[src/rtl/pse_pkg.sv]
// ----------------------------------------------------------------------------
// pse_pkg: shared types and constants of the role election unit
// Command, role, message and result codes, the configuration set, the
// registered input item and the result record.
// ----------------------------------------------------------------------------
package pse_pkg;

  // Magic word that every valid received message carries
  localparam logic [15:0] MAGIC_WORD = 16'hBEA7;

  // Result slots one item can produce and the width of their count
  localparam int RES_SLOTS = 3;
  localparam int CNT_W     = 2;

  // Width of the configuration index and data
  localparam int CFG_IDX_W  = 3;
  localparam int CFG_DATA_W = 32;

  // Configuration register indexes
  localparam logic [CFG_IDX_W-1:0] REG_LOCAL_PRIORITY     = 3'd0;
  localparam logic [CFG_IDX_W-1:0] REG_LOCAL_IP           = 3'd1;
  localparam logic [CFG_IDX_W-1:0] REG_TIMEOUT_SECONDS    = 3'd2;
  localparam logic [CFG_IDX_W-1:0] REG_HEARTBEAT_INTERVAL = 3'd3;
  localparam logic [CFG_IDX_W-1:0] REG_ELECTION_WAIT      = 3'd4;
  localparam logic [CFG_IDX_W-1:0] REG_ELECTION_WINDOW    = 3'd5;

  // Input commands
  typedef enum logic [1:0] {
    CMD_TICK  = 2'd0,
    CMD_MSG   = 2'd1,
    CMD_START = 2'd2,
    CMD_STOP  = 2'd3
  } cmd_e;

  // Roles (also used as the start role; any other start code elects)
  localparam logic [1:0] ROLE_UNKNOWN = 2'd0;
  localparam logic [1:0] ROLE_PRIMARY = 2'd1;
  localparam logic [1:0] ROLE_STANDBY = 2'd2;

  // Message types
  localparam logic [1:0] MSG_NONE      = 2'd0;
  localparam logic [1:0] MSG_ANNOUNCE  = 2'd1;
  localparam logic [1:0] MSG_HEARTBEAT = 2'd2;
  localparam logic [1:0] MSG_DECLARE   = 2'd3;

  // Result kinds
  localparam logic [1:0] KIND_SEND   = 2'd0;
  localparam logic [1:0] KIND_NOTICE = 2'd1;
  localparam logic [1:0] KIND_STATUS = 2'd2;

  typedef struct packed {
    logic [15:0] local_priority;
    logic [31:0] local_ip;
    logic [15:0] timeout_seconds;
    logic [15:0] heartbeat_interval;
    logic [7:0]  election_wait;
    logic [7:0]  election_window;
  } cfg_t;

  typedef struct packed {
    cmd_e        command;
    logic [15:0] msg_magic;
    logic [1:0]  msg_type;
    logic [1:0]  msg_role;
    logic [15:0] msg_priority;
    logic [31:0] sender_ip;
    logic [1:0]  initial_role;
  } item_t;

  typedef struct packed {
    logic [1:0]  kind;
    logic [1:0]  send_type;
    logic [1:0]  send_role;
    logic [31:0] send_sequence;
    logic [1:0]  old_role;
    logic [1:0]  new_role;
    logic [1:0]  role_now;
    logic        last;
  } result_t;

endpackage

[src/rtl/primary_standby_role_election_unit.sv]
// ----------------------------------------------------------------------------
// primary_standby_role_election_unit: primary/standby failover controller
// Top level with the input register, configuration registers, the election
// core and a three-entry result buffer.
// ----------------------------------------------------------------------------
// Usage:
//  Input channel (in_valid_i / in_stall_o) carries one request: a one-second
//  tick, a received message, a start or a stop. Output channel
//  (out_valid_o / out_stall_i) returns one to three results per request: an
//  optional message to send, an optional role change notice and a closing
//  status with last_o set. Configuration is a plain write port (cfg_we_i,
//  cfg_index_i, cfg_data_i); the user must write it only while the unit is
//  idle; the block does not enforce this. A request accepted into the input
//  register is stepped once the result buffer is free, and its first result
//  shows on the output right after that step. Each request gives 1 to 3
//  results; the single output port drains one buffered result per cycle
//  while out_stall_i is low, and status-only requests then flow at one per
//  cycle. The next request is taken into the input register while results
//  drain. Reset clears the role (unknown), the active flag, all timers,
//  counters and configuration to their defaults. A stalled receiver holds
//  the current result; the input register then fills and in_stall_o rises.
// ----------------------------------------------------------------------------
module primary_standby_role_election_unit #(
  parameter int AGE_WIDTH = 16
) (
  input  logic                               clk_i,
  input  logic                               rst_ni,
  // Configuration
  input  logic                               cfg_we_i,
  input  logic [pse_pkg::CFG_IDX_W-1:0]      cfg_index_i,
  input  logic [pse_pkg::CFG_DATA_W-1:0]     cfg_data_i,
  // Input channel
  input  logic                               in_valid_i,
  output logic                               in_stall_o,
  input  logic [1:0]                         command_i,
  input  logic [15:0]                        msg_magic_i,
  input  logic [1:0]                         msg_type_i,
  input  logic [1:0]                         msg_role_i,
  input  logic [15:0]                        msg_priority_i,
  input  logic [31:0]                        sender_ip_i,
  input  logic [1:0]                         initial_role_i,
  // Output channel
  output logic                               out_valid_o,
  input  logic                               out_stall_i,
  output logic [1:0]                         kind_o,
  output logic [1:0]                         send_type_o,
  output logic [1:0]                         send_role_o,
  output logic [31:0]                        send_sequence_o,
  output logic [1:0]                         old_role_o,
  output logic [1:0]                         new_role_o,
  output logic [1:0]                         role_now_o,
  output logic                               last_o
);
  import pse_pkg::*;

  cfg_t                          cfg_q;
  item_t                         item_q;
  logic                          in_valid_q;
  result_t [RES_SLOTS-1:0]       buf_q;
  result_t [RES_SLOTS-1:0]       res;
  logic [CNT_W-1:0]              res_cnt;
  logic [CNT_W-1:0]              cnt_q;
  logic [CNT_W-1:0]              rd_q;
  logic                          in_accept, pop, buf_free, step;
  result_t                       head;

  // Configuration registers
  always_ff @(posedge clk_i or negedge rst_ni) begin
    if (!rst_ni) begin
      cfg_q.local_priority     <= 16'd0;
      cfg_q.local_ip           <= 32'd0;
      cfg_q.timeout_seconds    <= 16'd3;
      cfg_q.heartbeat_interval <= 16'd1;
      cfg_q.election_wait      <= 8'd2;
      cfg_q.election_window    <= 8'd5;
    end else if (cfg_we_i) begin
      unique case (cfg_index_i)
        REG_LOCAL_PRIORITY:     cfg_q.local_priority     <= cfg_data_i[15:0];
        REG_LOCAL_IP:           cfg_q.local_ip           <= cfg_data_i;
        REG_TIMEOUT_SECONDS:    cfg_q.timeout_seconds    <= cfg_data_i[15:0];
        REG_HEARTBEAT_INTERVAL: cfg_q.heartbeat_interval <= cfg_data_i[15:0];
        REG_ELECTION_WAIT:      cfg_q.election_wait      <= cfg_data_i[7:0];
        REG_ELECTION_WINDOW:    cfg_q.election_window    <= cfg_data_i[7:0];
        default: ;
      endcase
    end
  end

  // Handshake: step when the buffer is empty or empties this cycle
  assign out_valid_o = (cnt_q != '0);
  assign pop         = out_valid_o && !out_stall_i;
  assign buf_free    = (cnt_q == '0) || (pop && (cnt_q == CNT_W'(1)));
  assign step        = in_valid_q && buf_free;
  assign in_stall_o  = in_valid_q && !buf_free;
  assign in_accept   = in_valid_i && !in_stall_o;

  // Input register
  always_ff @(posedge clk_i or negedge rst_ni) begin
    if (!rst_ni) begin
      in_valid_q <= 1'b0;
    end else begin
      in_valid_q <= in_accept || (in_valid_q && !step);
    end
  end

  always_ff @(posedge clk_i or negedge rst_ni) begin
    if (!rst_ni) begin
      item_q <= '0;
    end else if (in_accept) begin
      item_q.command      <= cmd_e'(command_i);
      item_q.msg_magic    <= msg_magic_i;
      item_q.msg_type     <= msg_type_i;
      item_q.msg_role     <= msg_role_i;
      item_q.msg_priority <= msg_priority_i;
      item_q.sender_ip    <= sender_ip_i;
      item_q.initial_role <= initial_role_i;
    end
  end

  pse_core #(
    .AGE_WIDTH (AGE_WIDTH)
  ) u_core (
    .clk_i        (clk_i),
    .rst_ni       (rst_ni),
    .cfg_i        (cfg_q),
    .item_valid_i (step),
    .item_i       (item_q),
    .res_o        (res),
    .res_cnt_o    (res_cnt)
  );

  // Result buffer: load on step, advance on pop
  always_ff @(posedge clk_i or negedge rst_ni) begin
    if (!rst_ni) begin
      cnt_q <= '0;
      rd_q  <= '0;
    end else if (step) begin
      cnt_q <= res_cnt;
      rd_q  <= '0;
    end else if (pop) begin
      cnt_q <= cnt_q - CNT_W'(1);
      rd_q  <= rd_q + CNT_W'(1);
    end
  end

  always_ff @(posedge clk_i) begin
    if (step) begin
      buf_q <= res;
    end
  end

  // Drive the head result
  assign head            = buf_q[rd_q];
  assign kind_o          = head.kind;
  assign send_type_o     = head.send_type;
  assign send_role_o     = head.send_role;
  assign send_sequence_o = head.send_sequence;
  assign old_role_o      = head.old_role;
  assign new_role_o      = head.new_role;
  assign role_now_o      = head.role_now;
  assign last_o          = head.last;

  // A stepped request always leaves a result pending
  a_step_fills: assert property (@(posedge clk_i) disable iff (!rst_ni)
    step |=> out_valid_o)
    else $error("stepped request left the buffer empty");

  // The closing status is exactly the final buffered entry
  a_last_final: assert property (@(posedge clk_i) disable iff (!rst_ni)
    out_valid_o |-> (last_o == (cnt_q == CNT_W'(1))))
    else $error("last flag out of place");

  // Read pointer stays inside the buffer
  a_rd_range: assert property (@(posedge clk_i) disable iff (!rst_ni)
    out_valid_o |-> (({1'b0, rd_q} + {1'b0, cnt_q}) <= 3'(RES_SLOTS)))
    else $error("result buffer pointer overrun");

endmodule

[src/rtl/pse_core.sv]
// ----------------------------------------------------------------------------
// pse_core: role election state and single-pass item step
// Holds the election state and, for each request it is handed, works out the
// next state and up to three result records combinationally.
// ----------------------------------------------------------------------------
module pse_core #(
  parameter int AGE_WIDTH = 16
) (
  input  logic                                     clk_i,
  input  logic                                     rst_ni,
  input  pse_pkg::cfg_t                            cfg_i,
  input  logic                                     item_valid_i,
  input  pse_pkg::item_t                           item_i,
  output pse_pkg::result_t [pse_pkg::RES_SLOTS-1:0] res_o,
  output logic [pse_pkg::CNT_W-1:0]                res_cnt_o
);
  import pse_pkg::*;

  // Compare width that holds the age and every configured limit
  localparam int CmpW = 33;

  logic [1:0]           role_q, role_d;
  logic                 active_q, active_d;
  logic [AGE_WIDTH-1:0] age_q, age_d, age_inc;
  logic                 seen_q, seen_d;
  logic [15:0]          send_cd_q, send_cd_d;
  logic [31:0]          seq_q, seq_d;
  logic [7:0]           elect_cd_q, elect_cd_d;
  logic                 electing_q, electing_d;

  logic                 has_msg, has_notice;
  logic [1:0]           msg_type, msg_role;
  logic                 sw_req;
  logic [1:0]           sw_role;
  logic                 magic_ok, not_self, yield;
  result_t              msg_rec, notice_rec, status_rec;

  // Received message checks
  assign magic_ok = (item_i.msg_magic == MAGIC_WORD);
  assign not_self = (item_i.sender_ip != cfg_i.local_ip);
  assign yield    = (item_i.msg_priority > cfg_i.local_priority) ||
                    ((item_i.msg_priority == cfg_i.local_priority) &&
                     (item_i.sender_ip < cfg_i.local_ip));

  // Saturating heartbeat age after a tick
  assign age_inc = (seen_q && (age_q != {AGE_WIDTH{1'b1}})) ?
                   age_q + AGE_WIDTH'(1) : age_q;

  // Step one item
  always_comb begin
    role_d     = role_q;
    active_d   = active_q;
    age_d      = age_q;
    seen_d     = seen_q;
    send_cd_d  = send_cd_q;
    elect_cd_d = elect_cd_q;
    electing_d = electing_q;
    has_msg    = 1'b0;
    has_notice = 1'b0;
    msg_type   = MSG_NONE;
    msg_role   = ROLE_UNKNOWN;
    sw_req     = 1'b0;
    sw_role    = ROLE_PRIMARY;

    unique case (item_i.command)
      CMD_START: begin
        if (!active_q) begin
          active_d   = 1'b1;
          electing_d = 1'b0;
          elect_cd_d = 8'd0;
          if (item_i.initial_role == ROLE_PRIMARY) begin
            role_d    = ROLE_PRIMARY;
            has_msg   = 1'b1;
            msg_type  = MSG_HEARTBEAT;
            msg_role  = ROLE_PRIMARY;
            send_cd_d = cfg_i.heartbeat_interval;
          end else if (item_i.initial_role == ROLE_STANDBY) begin
            role_d = ROLE_STANDBY;
          end else begin
            role_d     = ROLE_UNKNOWN;
            has_msg    = 1'b1;
            msg_type   = MSG_ANNOUNCE;
            msg_role   = ROLE_UNKNOWN;
            electing_d = 1'b1;
            elect_cd_d = cfg_i.election_wait;
          end
        end
      end
      CMD_STOP: begin
        active_d   = 1'b0;
        electing_d = 1'b0;
        elect_cd_d = 8'd0;
      end
      CMD_TICK: begin
        if (active_q) begin
          age_d = age_inc;
          if (electing_q) begin
            if (elect_cd_q > 8'd1) begin
              elect_cd_d = elect_cd_q - 8'd1;
            end else begin
              elect_cd_d = 8'd0;
              electing_d = 1'b0;
              sw_req     = 1'b1;
              sw_role    = (seen_q && (CmpW'(age_inc) < CmpW'(cfg_i.election_window))) ?
                           ROLE_STANDBY : ROLE_PRIMARY;
            end
          end else begin
            // Heartbeat schedule while primary
            if (role_q == ROLE_PRIMARY) begin
              if (send_cd_q <= 16'd1) begin
                has_msg   = 1'b1;
                msg_type  = MSG_HEARTBEAT;
                msg_role  = ROLE_PRIMARY;
                send_cd_d = cfg_i.heartbeat_interval;
              end else begin
                send_cd_d = send_cd_q - 16'd1;
              end
            end
            // Takeover once the primary has gone quiet
            if ((role_q == ROLE_STANDBY) &&
                (!seen_q || (CmpW'(age_inc) > CmpW'(cfg_i.timeout_seconds)))) begin
              sw_req  = 1'b1;
              sw_role = ROLE_PRIMARY;
            end
          end
        end
      end
      CMD_MSG: begin
        if (active_q && magic_ok) begin
          if ((item_i.msg_type == MSG_HEARTBEAT) && (item_i.msg_role == ROLE_PRIMARY)) begin
            age_d  = '0;
            seen_d = 1'b1;
            if ((role_q == ROLE_PRIMARY) && not_self && yield) begin
              sw_req  = 1'b1;
              sw_role = ROLE_STANDBY;
            end
          end else if (item_i.msg_type == MSG_ANNOUNCE) begin
            if (role_q == ROLE_PRIMARY) begin
              has_msg  = 1'b1;
              msg_type = MSG_DECLARE;
              msg_role = ROLE_PRIMARY;
            end
          end else if (item_i.msg_type == MSG_DECLARE) begin
            if ((item_i.msg_role == ROLE_PRIMARY) && (role_q == ROLE_PRIMARY) &&
                not_self && yield) begin
              sw_req  = 1'b1;
              sw_role = ROLE_STANDBY;
            end
          end
        end
      end
    endcase

    // Role change: declaration then notice
    if (sw_req && (sw_role != role_q)) begin
      role_d     = sw_role;
      has_msg    = 1'b1;
      msg_type   = MSG_DECLARE;
      msg_role   = sw_role;
      has_notice = 1'b1;
      if (sw_role == ROLE_PRIMARY) begin
        send_cd_d = 16'd1;
      end
    end
  end

  assign seq_d = seq_q + {31'b0, has_msg};

  // Build the result records
  always_comb begin
    msg_rec               = '0;
    msg_rec.kind          = KIND_SEND;
    msg_rec.send_type     = msg_type;
    msg_rec.send_role     = msg_role;
    msg_rec.send_sequence = seq_q;
    msg_rec.role_now      = role_d;

    notice_rec          = '0;
    notice_rec.kind     = KIND_NOTICE;
    notice_rec.old_role = role_q;
    notice_rec.new_role = role_d;
    notice_rec.role_now = role_d;

    status_rec          = '0;
    status_rec.kind     = KIND_STATUS;
    status_rec.role_now = role_d;
    status_rec.last     = 1'b1;

    res_o = {RES_SLOTS{status_rec}};
    if (has_msg) begin
      res_o[0] = msg_rec;
      res_o[1] = has_notice ? notice_rec : status_rec;
    end
  end

  assign res_cnt_o = CNT_W'(1) + CNT_W'(has_msg) + CNT_W'(has_notice);

  // Advance the state on each stepped item
  always_ff @(posedge clk_i or negedge rst_ni) begin
    if (!rst_ni) begin
      role_q     <= ROLE_UNKNOWN;
      active_q   <= 1'b0;
      age_q      <= '0;
      seen_q     <= 1'b0;
      send_cd_q  <= 16'd0;
      seq_q      <= 32'd0;
      elect_cd_q <= 8'd0;
      electing_q <= 1'b0;
    end else if (item_valid_i) begin
      role_q     <= role_d;
      active_q   <= active_d;
      age_q      <= age_d;
      seen_q     <= seen_d;
      send_cd_q  <= send_cd_d;
      seq_q      <= seq_d;
      elect_cd_q <= elect_cd_d;
      electing_q <= electing_d;
    end
  end

  // A notice always follows a declaration
  a_notice_has_msg: assert property (@(posedge clk_i) disable iff (!rst_ni)
    has_notice |-> has_msg)
    else $error("role notice without declaration");

  // An election only runs from the unknown role
  a_elect_unknown: assert property (@(posedge clk_i) disable iff (!rst_ni)
    electing_q |-> (role_q == ROLE_UNKNOWN))
    else $error("election running with a settled role");

  // Role and sequence hold between items
  a_hold_idle: assert property (@(posedge clk_i) disable iff (!rst_ni)
    !item_valid_i |=> ($stable(role_q) && $stable(seq_q)))
    else $error("state moved without an item");

endmodule

[config.mk]
export PLATFORM = sky130hd
export DESIGN_NAME = primary_standby_role_election_unit
export DESIGN_NICKNAME = d
export VERILOG_FILES = /design/src/rtl/pse_pkg.sv /design/src/rtl/primary_standby_role_election_unit.sv /design/src/rtl/pse_core.sv
export SDC_FILE = /design/constraint.sdc
export NUM_CORES = 1
export LEC_CHECK = 0
export ABC_AREA = 1
export BUFFER_PORTS_ARGS = -buffer_cell sky130_fd_sc_hd__buf_2
export CORE_ASPECT_RATIO = 1.1
export CORE_UTILIZATION = 60
export CTS_CLUSTER_SIZE = 30
export DETAILED_ROUTE_END_ITERATION = 10
export GPL_TIMING_DRIVEN = 0
export PLACE_DENSITY = 0.8
export RECOVER_POWER = 50
export SLEW_MARGIN = 20
export SYNTH_ARGS = -nofsm -noshare
export SYNTH_HDL_FRONTEND = slang
export SYNTH_HIERARCHICAL = 1
export SYNTH_SLANG_ARGS = --single-unit
[constraint.sdc]
create_clock -name clk_i -period 27.1 [get_ports clk_i]
set_input_delay 2.71 -clock clk_i [delete_from_list [all_inputs] [get_ports clk_i]]
set_output_delay 2.71 -clock clk_i [all_outputs]
set_load 0.01 [all_outputs]
==> results of run 1 <==
==> how the worst max path moves through the flow <==
stage | endpoint | slack [ns] | depth (start not counted)
detailed placement | u_core/seq_q[28] | 20.13 | 44
finish | u_core/seq_q[5] | 17.07 | 2
floorplan | u_core/seq_q[28] | 11.18 | 16
global placement | u_core/seq_q[28] | 6.54 | 17
global route | u_core/seq_q[2] | 15.44 | 2
CTS | u_core/seq_q[28] | 20.05 | 44
==> cell usage in the layout, fill, tap and decap left out, types with 51 or more instances in the layout <==
cell type and instances:
a21oi_1 51, nor2_1 158, buf_4 90, inv_1 242
edfxtp_1 135, clkbuf_1 77, conb_1 84, o21ai_0 223
ha_1 87, dfrtp_1 244, buf_2 178, nand2_1 488
nand3_1 198
==> metal layers <==
layer,part of all wire,GRT usage,wire [um]
met5,0,0,0
met4,0.036,0.124,1820
met3,0.051,0.0388,2550
met2,0.51,0.520,25700
met1,0.40,0.362,19900
==> power by group through the flow <==
stage               registers [mW]  clock network (mW)  logic, mW
detailed placement           0.926                   0       1.00
finish                       0.921               0.564       1.02
CTS                          0.919               0.571       1.01
floorplan                    0.929                   0      0.694
global route                 0.939               0.594       1.14
global placement             0.971                   0      0.931
==> worst register-to-register path, delay by kind of cell, from the launching register on <==
kind                     cells  cell delay, ns
buffers and inverters        6            0.65
XOR/XNOR                     2            0.40
adder cells (fa/ha/maj)      4            0.96
AND/OR/NAND/NOR             31            4.28
flip-flops                   1            0.45
AO/OA/AOI/OAI                1            0.33
==> through the flow <==
step / setup slack, ns / total power [mW] / instance area [um2] / instances
2_1_floorplan: 11.18 / 1.62 / 20400 / 2348
3_3_place_gp: 6.54 / 1.90 / 21800 / 2931
3_5_place_dp: 20.13 / 1.93 / 22000 / 2939
4_1_cts: 20.05 / 2.50 / 23300 / 3012
5_1_grt: 15.44 / 2.68 / 23200 / 3012
6_report: 17.07 / 2.50 / 23200 / 3012
==> cells by family (layout without fill, tap and decap cells) <==
family | Yosys count | in the layout
AND/OR/NAND/NOR | 958 | 958
buffers and inverters | 428 | 666
flip-flops | 385 | 385
AO/OA/AOI/OAI | 365 | 365
adder cells (fa/ha/maj) | 87 | 87
XOR/XNOR | 41 | 41
other | 2 | 84
==> registers in the layout, summed over array words and instances, names as in the netlist <==
signal / count
u_core/role_q: 2
u_core/electing_q: 1
cfg_q: 96
u_core/send_cd_q: 16
u_core/elect_cd_q: 8
in_valid_q: 1
rd_q: 2
buf_q: 135
u_core/seq_q: 32
u_core/age_q: 16
item_q: 72
u_core/active_q: 1
cnt_q: 2
u_core/seen_q: 1
==> area by class of cell <==
cell class / instances / area, um2 / area share
Timing Repair Buffer: 165 / 955 / 0.0411
Sequential cell: 385 / 10300 / 0.445
Clock buffer: 66 / 1230 / 0.0529
Buffer: 179 / 1080 / 0.0466
Inverter: 249 / 940 / 0.0405
Clock inverter: 7 / 125 / 0.00539
Multi-Input combinational cell: 1535 / 8030 / 0.346
Tap cell: 426 / 533 / 0.0230
==> results_tabular.tex, run 1 <==
\begin{tabular}{lr}
\hline
Metric & Value \\
\hline
\multicolumn{2}{l}{\textbf{Outcome}} \\
Outcome & finished with violations \\
Violations in the final reports & max-capacitance violations, max-slew violations \\
\multicolumn{2}{l}{\textbf{Final layout}} \\
Number of antenna cells inserted & 0 \\
Final core utilization & 0.711 \\
Area delta synth->final & 15.3\% \\
Post-layout net count & approximately 2800 \\
Total of fill cells in the finished design & between 2000 and 2500 \\
Fraction of layout cells with a size suffix above 1 & 0.153 \\
\multicolumn{2}{l}{\textbf{Worst hold path}} \\
Worst hold path startpoint & item\_q[68] \\
Hold worst-path end & item\_q[68] \\
Hold path depth & 2 \\
Worst min-delay path category & flop to flop \\
\multicolumn{2}{l}{\textbf{Clocking}} \\
Clk Latency, worst-skew pair & 0.55 ns \\
Number of instances resized during post-cts repair & 0 \\
Number of buffers on the longest clock path & 3 \\
Clock-pin slew on the worst setup and hold paths & around 0.06 ns \\
CTS sink cnt & just under 400 \\
Clock tree root driver cell & clkbuf\_16 \\
Hold buffer count at CTS & 0 \\
Clock tree from TritonCTS & built \\
Number of buffers created by CTS & 40 \\
Buffers inserted during post-CTS setup optimization & 0 \\
H-Tree Level Count & 2 \\
\multicolumn{2}{l}{\textbf{Floorplan}} \\
Placeable core region & 32600 um2 \\
\# IOs & 159 \\
Vertical die dimension & $\sim$190 um \\
Std cell rows & 69 \\
DIE AREA & around 34000 um2 \\
Overall die width & 177 um \\
Initial Utilization & 0.617 \\
\multicolumn{2}{l}{\textbf{Yosys}} \\
Post-synthesis async set-or-reset flop share & 0.649 \\
Cell with the most instances after synthesis & nand2\_1 \\
Most frequently used flop master after synthesis & dfrtp\_1 \\
Synth area leader & dfrtp\_1 \\
Fraction of synthesized cell area taken by the top area cell type & 0.303 \\
Warning count from the yosys run & 6 \\
Cell Area, Synth & 20100 um2 \\
Cell types occupying the most area after synthesis & dfrtp\_1 (30\%), edfxtp\_1 (20\%), nand2\_1 (9.1\%) \\
Adder-cell area share of the yosys netlist & 0.0541 \\
Mean instance size in the synthesized netlist & about 8.9 um2 \\
Share of synthesized area occupied by flip-flops and latches & 0.513 \\
Post-synthesis xor/xnor area fraction & 0.0178 \\
Simple-gate share of the synthesized area & 0.213 \\
Synth cell count leaders & nand2\_1 (487), dfrtp\_1 (244), inv\_1 (241) \\
Number of enable flip-flop cells after synthesis & 135 \\
Register bit count reported by yosys & between 300 and 400 \\
Multiplexer share of the synthesized area & 0 \\
Library cells used by synthesis & 58 \\
Fraction of the mapped netlist area in compound gates & 0.0998 \\
Gate Count Post-Synth & 2266 \\
Combinational family with the most area after synthesis & simple AND/OR/NAND/NOR gates \\
\multicolumn{2}{l}{\textbf{Power}} \\
Net switching component of the power & 985 uW \\
Internal power & roughly 1.5 mW \\
Share of power burned in combinational logic & 0.406 \\
PD cells & 108 nW/um2 \\
Net switching fraction of the power & 0.394 \\
Part of the total power dissipated in the clock network & 0.225 \\
Part of the power in registers & 0.368 \\
Leakage & 11.2 nW \\
Max rail drop VDD & 0.0684 mV \\
\multicolumn{2}{l}{\textbf{STA}} \\
Setup violators final & 0 \\
Worst-margin pin slew & 5.22 ns \\
RSZ-0062 raised after global routing & false \\
Final Critical Period & 10.03 ns \\
Final setup skew & roughly 0.031 ns \\
Total negative setup slack & 0 ns \\
Final hold violations & 0 \\
Rel. slew slack & -2.48 \\
Peak clock frequency supported by timing & about 100 MHz \\
Period utilization & 0.370 \\
WHS & 0.469 ns \\
Final Max Slew Viols & around 270 \\
\multicolumn{2}{l}{\textbf{Route}} \\
Antenna violation net count after detailed routing & 0 \\
Wirelength, routed & 50.0 mm \\
Drt first pass iters & 5 \\
Drc violations & 0 \\
Vias after detailed routing & 16500 \\
Avg WL per Cell & $\sim$17 um \\
Initial drt markers & 1166 \\
Via-per-instance ratio & 5.48 \\
\multicolumn{2}{l}{\textbf{Worst setup path}} \\
Arrival time at the worst endpoint & 9.41 ns \\
Required time reported for the critical path endpoint & 26.48 ns \\
Cell with the most instances on the worst path & clkbuf\_1 \\
Kind of start point of the critical path & input port \\
Dominant delay contributor by cell family on the critical path & buffers and inverters \\
Worst R2R Path Depth & 44 \\
CP Launch Point & rst\_ni \\
Library cell contributing the largest single delay on the critical path & clkbuf\_1 \\
Maximum fanout along the worst path & 99 \\
Delay of the slowest critical-path stage & 3.84 ns \\
Worst setup slack for register-to-register paths & 19.95 ns \\
Endpoint of the worst register-to-register path & u\_core/seq\_q[28] \\
Kind of end point of the critical path & async pin \\
Worst Path Class, Setup & input port to async pin \\
R2R Path Start & u\_core/age\_q[0] \\
Number of buffer and inverter stages on the critical path & 2 \\
Cells traversed along the worst timing path & clkbuf\_1 -> clkbuf\_1 \\
\multicolumn{2}{l}{\textbf{Placement}} \\
GPL Wtd Cong & 0.923 \\
Number of buffers added on ports & roughly 160 \\
HPWL after detailed placement & between 30 and 40 mm \\
\multicolumn{2}{l}{\textbf{GRT}} \\
Remaining global-route overflow & 0 \\
Number of antenna violations at the first check in global routing & 0 \\
Overall routing resource usage & 0.295 \\
Pin count of the biggest net entering global routing & 100 \\
Via count of the first global-routing pass & 16500 \\
Global-route wire length before repair & 80.6 mm \\
\multicolumn{2}{l}{\textbf{Job}} \\
Max-capacitance violation count & 4 \\
\hline
\end{tabular}
Power figures use the tool's default switching activity.
==> run 2, diff against run 1 <==
==> constraint.sdc (replaced) <==
create_clock -name clk_i -period 9.9 [get_ports clk_i]
set_input_delay 0.99 -clock clk_i [delete_from_list [all_inputs] [get_ports clk_i]]
set_output_delay 0.99 -clock clk_i [all_outputs]
set_load 0.01 [all_outputs]
==> results_tabular.tex, run 2 (same netlist as run 1, synthesis figures left out) <==
\begin{tabular}{lr}
\hline
Metric & Value \\
\hline
\multicolumn{2}{l}{\textbf{Worst setup path}} \\
Kind of end point of the critical path & flop \\
Cell with the most instances on the worst path & nand2\_1 \\
Worst R2R Path Depth & 44 \\
Required time reported for the critical path endpoint & 10.35 ns \\
Number of buffer and inverter stages on the critical path & 6 \\
Delay of the slowest critical-path stage & 0.43 ns \\
Maximum fanout along the worst path & 11 \\
Kind of start point of the critical path & flop \\
Arrival time at the worst endpoint & 7.63 ns \\
Library cell contributing the largest single delay on the critical path & dfrtp\_1 \\
Number of gates on the worst path with buffers counted & 44 \\
Dominant delay contributor by cell family on the critical path & simple AND/OR/NAND/NOR gates \\
Worst Path Class, Setup & flop to flop \\
\multicolumn{2}{l}{\textbf{STA}} \\
Rel. slew slack & -2.00 \\
Peak clock frequency supported by timing & 139 MHz \\
Setup violators final & 0 \\
Period utilization & 0.725 \\
Worst-margin pin slew & $\sim$4.5 ns \\
Final setup skew & around 0.024 ns \\
RSZ-0062 raised after global routing & false \\
Total negative setup slack & 0 ns \\
Post-route worst setup slack & 2.72 ns \\
Final Critical Period & 7.18 ns \\
Final Max Slew Viols & between 70 and 80 \\
Final hold violations & 0 \\
\multicolumn{2}{l}{\textbf{Final layout}} \\
Commonest non-fill, non-tap cells in the layout & nand2\_1 (488), dfrtp\_1 (244), inv\_1 (242), o21ai\_0 (223), nand3\_1 (198) \\
Largest register by flop count & buf\_q \\
Max FFs per register & 135 \\
Post-layout net count & 2755 \\
Leading cell type in the layout, fill and taps excluded & nand2\_1 \\
Area delta synth->final & 15.6\% \\
Non-Filler Cell Area, Final & 23300 um2 \\
Fraction of layout cells with a size suffix above 1 & 0.155 \\
Registers with the most flip-flops & buf\_q x135, cfg\_q x96, item\_q x72 \\
\multicolumn{2}{l}{\textbf{Placement}} \\
HPWL after detailed placement & 35.5 mm \\
GPL Wtd Cong & approximately 0.94 \\
Placement-stage worst setup slack & roughly 2.8 ns \\
Number of buffers added on ports & 157 \\
Post-placement cell area & 22000 um2 \\
\multicolumn{2}{l}{\textbf{Floorplan}} \\
DIE AREA & 34300 um2 \\
Vertical die dimension & 194 um \\
Std cell rows & between 60 and 70 \\
Overall die width & 177 um \\
Placeable core region & 32600 um2 \\
\# IOs & between 150 and 200 \\
Initial Utilization & 0.617 \\
\multicolumn{2}{l}{\textbf{Clocking}} \\
Clock tree from TritonCTS & built \\
Hold buffer count at CTS & 0 \\
Clk Latency, worst-skew pair & between 0.5 and 0.6 ns \\
Buffers inserted during post-CTS setup optimization & 0 \\
Clock tree root driver cell & clkbuf\_16 \\
Number of buffers created by CTS & 40 \\
CTS sink cnt & 385 \\
Number of instances resized during post-cts repair & 0 \\
Clock-pin slew on the worst setup and hold paths & 0.06 ns \\
H-Tree Level Count & 2 \\
Number of buffers on the longest clock path & 3 \\
\multicolumn{2}{l}{\textbf{Route}} \\
Wirelength, routed & 49.1 mm \\
Vias after detailed routing & roughly 16000 \\
Via-per-instance ratio & roughly 5.4 \\
Initial drt markers & 1209 \\
Drt first pass iters & 5 \\
Antenna violation net count after detailed routing & 0 \\
Drc violations & 0 \\
Avg WL per Cell & about 16 um \\
\multicolumn{2}{l}{\textbf{GRT}} \\
Remaining global-route overflow & 0 \\
Number of antenna violations at the first check in global routing & 0 \\
Overall routing resource usage & 0.290 \\
Pin count of the biggest net entering global routing & 93 \\
Global-route wire length before repair & a little under 80 mm \\
Via count of the first global-routing pass & 16200 \\
\multicolumn{2}{l}{\textbf{Outcome}} \\
Violations in the final reports & max-capacitance violations, max-slew violations \\
Outcome & finished with violations \\
\multicolumn{2}{l}{\textbf{Worst hold path}} \\
Worst min-delay path category & flop to flop \\
Hold path depth & 2 \\
\multicolumn{2}{l}{\textbf{Power}} \\
Leakage & 11.2 nW \\
PD cells & 293 nW/um2 \\
Max rail drop VDD & 0.227 mV \\
\multicolumn{2}{l}{\textbf{Job}} \\
Max-capacitance violation count & 1 \\
\hline
\end{tabular}
==> run 2: changes by cell type in the layout (fill, tap and decap cells not counted), sizes merged <==
cell / previous run / this run
diode: 0 / 1
buf: 279 / 284
inv: 248 / 247
clkbuf: 131 / 122
clkinv: 5 / 11
==> run 2: path summary, 6_finish.rpt <==
check,start,slack (ns),endpoint
worst max-delay path,u_core/age_q[0],2.72,u_core/seq_q[28]
worst min-delay path,item_q[68],0.46,item_q[68]
worst max register to register,u_core/age_q[0],2.72,u_core/seq_q[28]
worst min register to register,item_q[68],0.46,item_q[68]
max in group asynchronous,rst_ni,5.30,u_core/seq_q[3]
min in group asynchronous,rst_ni,2.04,item_q[22]
==> run 2: tightest hold or removal path, stage by stage (launching register included) <==
cell	delay, ns
dfrtp_1	0.34
nand2_1	0.05
nand2_1	0.04
==> run 2: routing by layer <==
metal / GRT usage / share of wire / vias up / routed length [um]
li1: - / - / 7925 / -
met3: 0.0363 / 0.055 / 105 / 2700
met1: 0.362 / 0.40 / 7853 / 19600
met5: 0 / 0 / - / 0
met2: 0.517 / 0.52 / 541 / 25500
met4: 0.0945 / 0.027 / 0 / 1330
==> run 2: power breakdown <==
group	leakage [nW]	total, mW	internal, mW	switching (mW)
sequential	4.36	2.51	2.22	0.292
clock	0.674	1.54	0.930	0.610
combinational	6.16	2.77	0.992	1.78
==> run 2: area by class of cell <==
cell class,instances,area [um2]
Antenna cell,1,2.50
Multi-Input combinational cell,1535,8040
Inverter,249,940
Tap cell,426,533
Sequential cell,385,10300
Clock inverter,12,146
Timing Repair Buffer,166,970
Fill cell,2458,9370
Clock buffer,61,1220
Buffer,179,1090
==> run 2: stage by stage <==
step	hold WS (ns)	power, mW	cells	utilization
after floorplan	0.433	4.37	2348	-
after global placement	0.449	5.11	2931	0.667
after detailed placement	0.451	5.28	2940	0.674
after CTS	0.449	6.85	3013	0.716
after global routing	0.495	7.30	3013	0.713
final	0.463	6.82	3014	0.713
==> run 3, diff against run 2 <==
--- a/config.mk
+++ b/config.mk
@@ -5,7 +5,7 @@
 export SDC_FILE = /design/constraint.sdc
 export NUM_CORES = 1
 export LEC_CHECK = 0
-export ABC_AREA = 1
+export ABC_AREA = 0
 export BUFFER_PORTS_ARGS = -buffer_cell sky130_fd_sc_hd__buf_2
 export CORE_ASPECT_RATIO = 1.1
 export CORE_UTILIZATION = 60
==> constraint.sdc (replaced) <==
create_clock -name clk_i -period 7.3 [get_ports clk_i]
set_input_delay 0.73 -clock clk_i [delete_from_list [all_inputs] [get_ports clk_i]]
set_output_delay 0.73 -clock clk_i [all_outputs]
set_load 0.01 [all_outputs]
==> results_tabular.tex, run 3 <==
\begin{tabular}{lr}
\hline
Metric & Value \\
\hline
\multicolumn{2}{l}{\textbf{Final layout}} \\
Post-layout net count & between 2000 and 2500 \\
Registers with the most flip-flops & buf\_q x135, cfg\_q x96, item\_q x72 \\
Area of the multi-input gates & 8390 um2 \\
Leading cell type in the layout, fill and taps excluded & dfrtp\_1 \\
Number of antenna cells inserted & 0 \\
Largest register by flop count & buf\_q \\
Fraction of layout cells with a size suffix above 1 & 0.268 \\
Max FFs per register & 135 \\
Total of fill cells in the finished design & around 2300 \\
Sequential cell area & 10300 um2 \\
Area delta synth->final & 14.8\% \\
Commonest non-fill, non-tap cells in the layout & dfrtp\_1 (244), buf\_2 (167), edfxtp\_1 (135), nand2\_1 (123), inv\_1 (110) \\
Non-Filler Cell Area, Final & approximately 23000 um2 \\
\multicolumn{2}{l}{\textbf{Worst setup path}} \\
Endpoint of the worst register-to-register path & u\_core/seq\_q[28] \\
Worst Path Class, Setup & flop to flop \\
Worst setup slack for register-to-register paths & $\sim$0.94 ns \\
R2R Path Start & u\_core/age\_q[0] \\
Kind of end point of the critical path & flop \\
Worst R2R Path Depth & 23 \\
Kind of start point of the critical path & flop \\
Required time reported for the critical path endpoint & 7.70 ns \\
Arrival time at the worst endpoint & between 6 and 7 ns \\
Maximum fanout along the worst path & 10 \\
\multicolumn{2}{l}{\textbf{STA}} \\
Post-route worst setup slack & 0.940 ns \\
Final hold violations & 0 \\
Rel. slew slack & -1.69 \\
Period utilization & 0.871 \\
Peak clock frequency supported by timing & 157 MHz \\
RSZ-0062 raised after global routing & false \\
Worst-margin pin slew & 4.04 ns \\
Final Critical Period & 6.36 ns \\
Setup violators final & 0 \\
Final Max Slew Viols & 300 \\
Final setup skew & around 0.016 ns \\
\multicolumn{2}{l}{\textbf{Floorplan}} \\
DIE AREA & about 34000 um2 \\
Overall die width & 176 um \\
Placeable core region & 32500 um2 \\
Std cell rows & just under 70 \\
Vertical die dimension & just under 200 um \\
Initial Utilization & 0.614 \\
\# IOs & between 150 and 200 \\
\multicolumn{2}{l}{\textbf{GRT}} \\
Number of antenna violations at the first check in global routing & 0 \\
Global-route wire length before repair & 71.0 mm \\
Via count of the first global-routing pass & between 10000 and 15000 \\
Remaining global-route overflow & 0 \\
Pin count of the biggest net entering global routing & 90 \\
Overall routing resource usage & 0.262 \\
\multicolumn{2}{l}{\textbf{Route}} \\
Drt first pass iters & 7 \\
Avg WL per Cell & 18.0 um \\
Wirelength, routed & 43.8 mm \\
Via-per-instance ratio & about 5.6 \\
Vias after detailed routing & $\sim$14000 \\
Drc violations & 0 \\
Initial drt markers & approximately 930 \\
Antenna violation net count after detailed routing & 0 \\
\multicolumn{2}{l}{\textbf{Clocking}} \\
H-Tree Level Count & 2 \\
Clock tree root driver cell & clkbuf\_16 \\
Number of instances resized during post-cts repair & 0 \\
Clk Latency, worst-skew pair & 0.54 ns \\
Hold buffer count at CTS & 0 \\
Number of buffers on the longest clock path & 3 \\
Number of buffers created by CTS & 41 \\
Buffers inserted during post-CTS setup optimization & 0 \\
CTS sink cnt & 385 \\
Clock-pin slew on the worst setup and hold paths & 0.06 ns \\
Clock tree from TritonCTS & built \\
\multicolumn{2}{l}{\textbf{Yosys}} \\
Warning count from the yosys run & 6 \\
Adder-cell area share of the yosys netlist & 0.0545 \\
Library cells used by synthesis & 85 \\
Cell types occupying the most area after synthesis & dfrtp\_1 (31\%), edfxtp\_1 (20\%), mux2\_2 (5.6\%) \\
Synth area leader & dfrtp\_1 \\
Mean instance size in the synthesized netlist & 11.8 um2 \\
Share of synthesized area occupied by flip-flops and latches & 0.517 \\
Register bit count reported by yosys & 385 \\
Multiplexer share of the synthesized area & 0.136 \\
Simple-gate share of the synthesized area & 0.106 \\
Gate Count Post-Synth & $\sim$1700 \\
Post-synthesis xor/xnor area fraction & 0.0193 \\
Combinational family with the most area after synthesis & multiplexers \\
Synth cell count leaders & dfrtp\_1 (244), edfxtp\_1 (135), nand2\_1 (123) \\
Number of enable flip-flop cells after synthesis & 135 \\
Post-synthesis async set-or-reset flop share & 0.649 \\
Cell Area, Synth & 20000 um2 \\
Cell with the most instances after synthesis & dfrtp\_1 \\
Fraction of the mapped netlist area in compound gates & 0.0901 \\
Most frequently used flop master after synthesis & dfrtp\_1 \\
Fraction of synthesized cell area taken by the top area cell type & 0.306 \\
\multicolumn{2}{l}{\textbf{Power}} \\
PD cells & 378 nW/um2 \\
Max rail drop VDD & 0.239 mV \\
Leakage & 10.4 nW \\
\multicolumn{2}{l}{\textbf{Placement}} \\
HPWL after detailed placement & 31.6 mm \\
Post-placement cell area & 21700 um2 \\
GPL Wtd Cong & 0.889 \\
Number of buffers added on ports & 156 \\
Placement-stage worst setup slack & between 1 and 1.5 ns \\
\multicolumn{2}{l}{\textbf{Worst hold path}} \\
Worst min-delay path category & input port to flop \\
Worst hold path startpoint & cfg\_data\_i[17] \\
Hold worst-path end & cfg\_q[65] \\
Hold path depth & 2 \\
\multicolumn{2}{l}{\textbf{Outcome}} \\
Outcome & finished with violations \\
Violations in the final reports & max-capacitance violations, max-slew violations \\
\multicolumn{2}{l}{\textbf{Job}} \\
Max-capacitance violation count & 5 \\
\hline
\end{tabular}
run 3: area by class of cell:
| type | count | area share |
|---|---|---|
| buffer | 155 | 0.0471 |
| clock buffer | 62 | 0.0522 |
| clock inverter | 13 | 0.00682 |
| inverter | 111 | 0.0182 |
| multi-input combinational | 1122 | 0.366 |
| sequential | 385 | 0.450 |
| tap | 426 | 0.0232 |
| timing repair buffer | 160 | 0.0368 |
run 3: cells by family (layout without fill, tap and decap cells):
group | after synthesis | in the layout
buffers and inverters | 266 | 501
other | 2 | 84
adder cells (fa/ha/maj) | 87 | 87
AO/OA/AOI/OAI | 286 | 286
AND/OR/NAND/NOR | 398 | 398
XOR/XNOR | 44 | 44
flip-flops | 385 | 385
multiplexers | 223 | 223
run 3: worst max path at each step:
stage / start / to / cells past startpoint
after floorplan: out_stall_i / u_core/seq_q[31] / 9
after global placement: out_stall_i / u_core/age_q[2] / 11
after detailed placement: u_core/age_q[0] / u_core/seq_q[28] / 23
after CTS: u_core/age_q[0] / u_core/seq_q[28] / 23
after global routing: u_core/age_q[0] / u_core/seq_q[28] / 23
final: u_core/age_q[0] / u_core/seq_q[28] / 23
run 3: worst max-delay path: stages, from the launching register on:
cell and delay [ns]:
dfrtp_1 0.44, ha_1 0.31, nand4_1 0.29, nor4_1 0.54, nor2_1 0.14, and2_1 0.24, xor2_1 0.24, ha_1 0.30
a21o_1 0.18, a21oi_1 0.26, o22a_1 0.18, nand4_1 0.13, nor4b_4 0.46, o211ai_4 0.22, nand3_4 0.17, buf_6 0.19
ha_1 0.24, ha_1 0.24, nand3_1 0.13, nor3_1 0.69, nand4_1 0.29, inv_1 0.14, nand2_1 0.07, xnor2_1 0.13
run 3: stage by stage:
step	instances	setup TNS [ns]	util	power (mW)	hold WS [ns]
2_1_floorplan	1773	0	-	5.63	0.434
3_3_place_gp	2355	-0.159	0.663	6.45	0.457
3_5_place_dp	2359	0	0.667	6.59	0.466
4_1_cts	2434	0	0.709	8.71	0.199
5_1_grt	2434	0	0.705	9.20	0.414
6_report	2434	0	0.705	8.67	0.419
run 3: routing by layer:
layer,vias up,GRT usage,wire length (um)
met2,401,0.470,22700
li1,6442,-,-
met1,6659,0.321,17500
met4,0,0.0940,1530
met5,-,0,0
met3,98,0.0360,2050
run 3: power breakdown:
group / switching, mW / internal, mW
sequential: 0.392 / 3.03
combinational: 1.76 / 1.41
clock: 0.827 / 1.24
total: 2.98 / 5.69
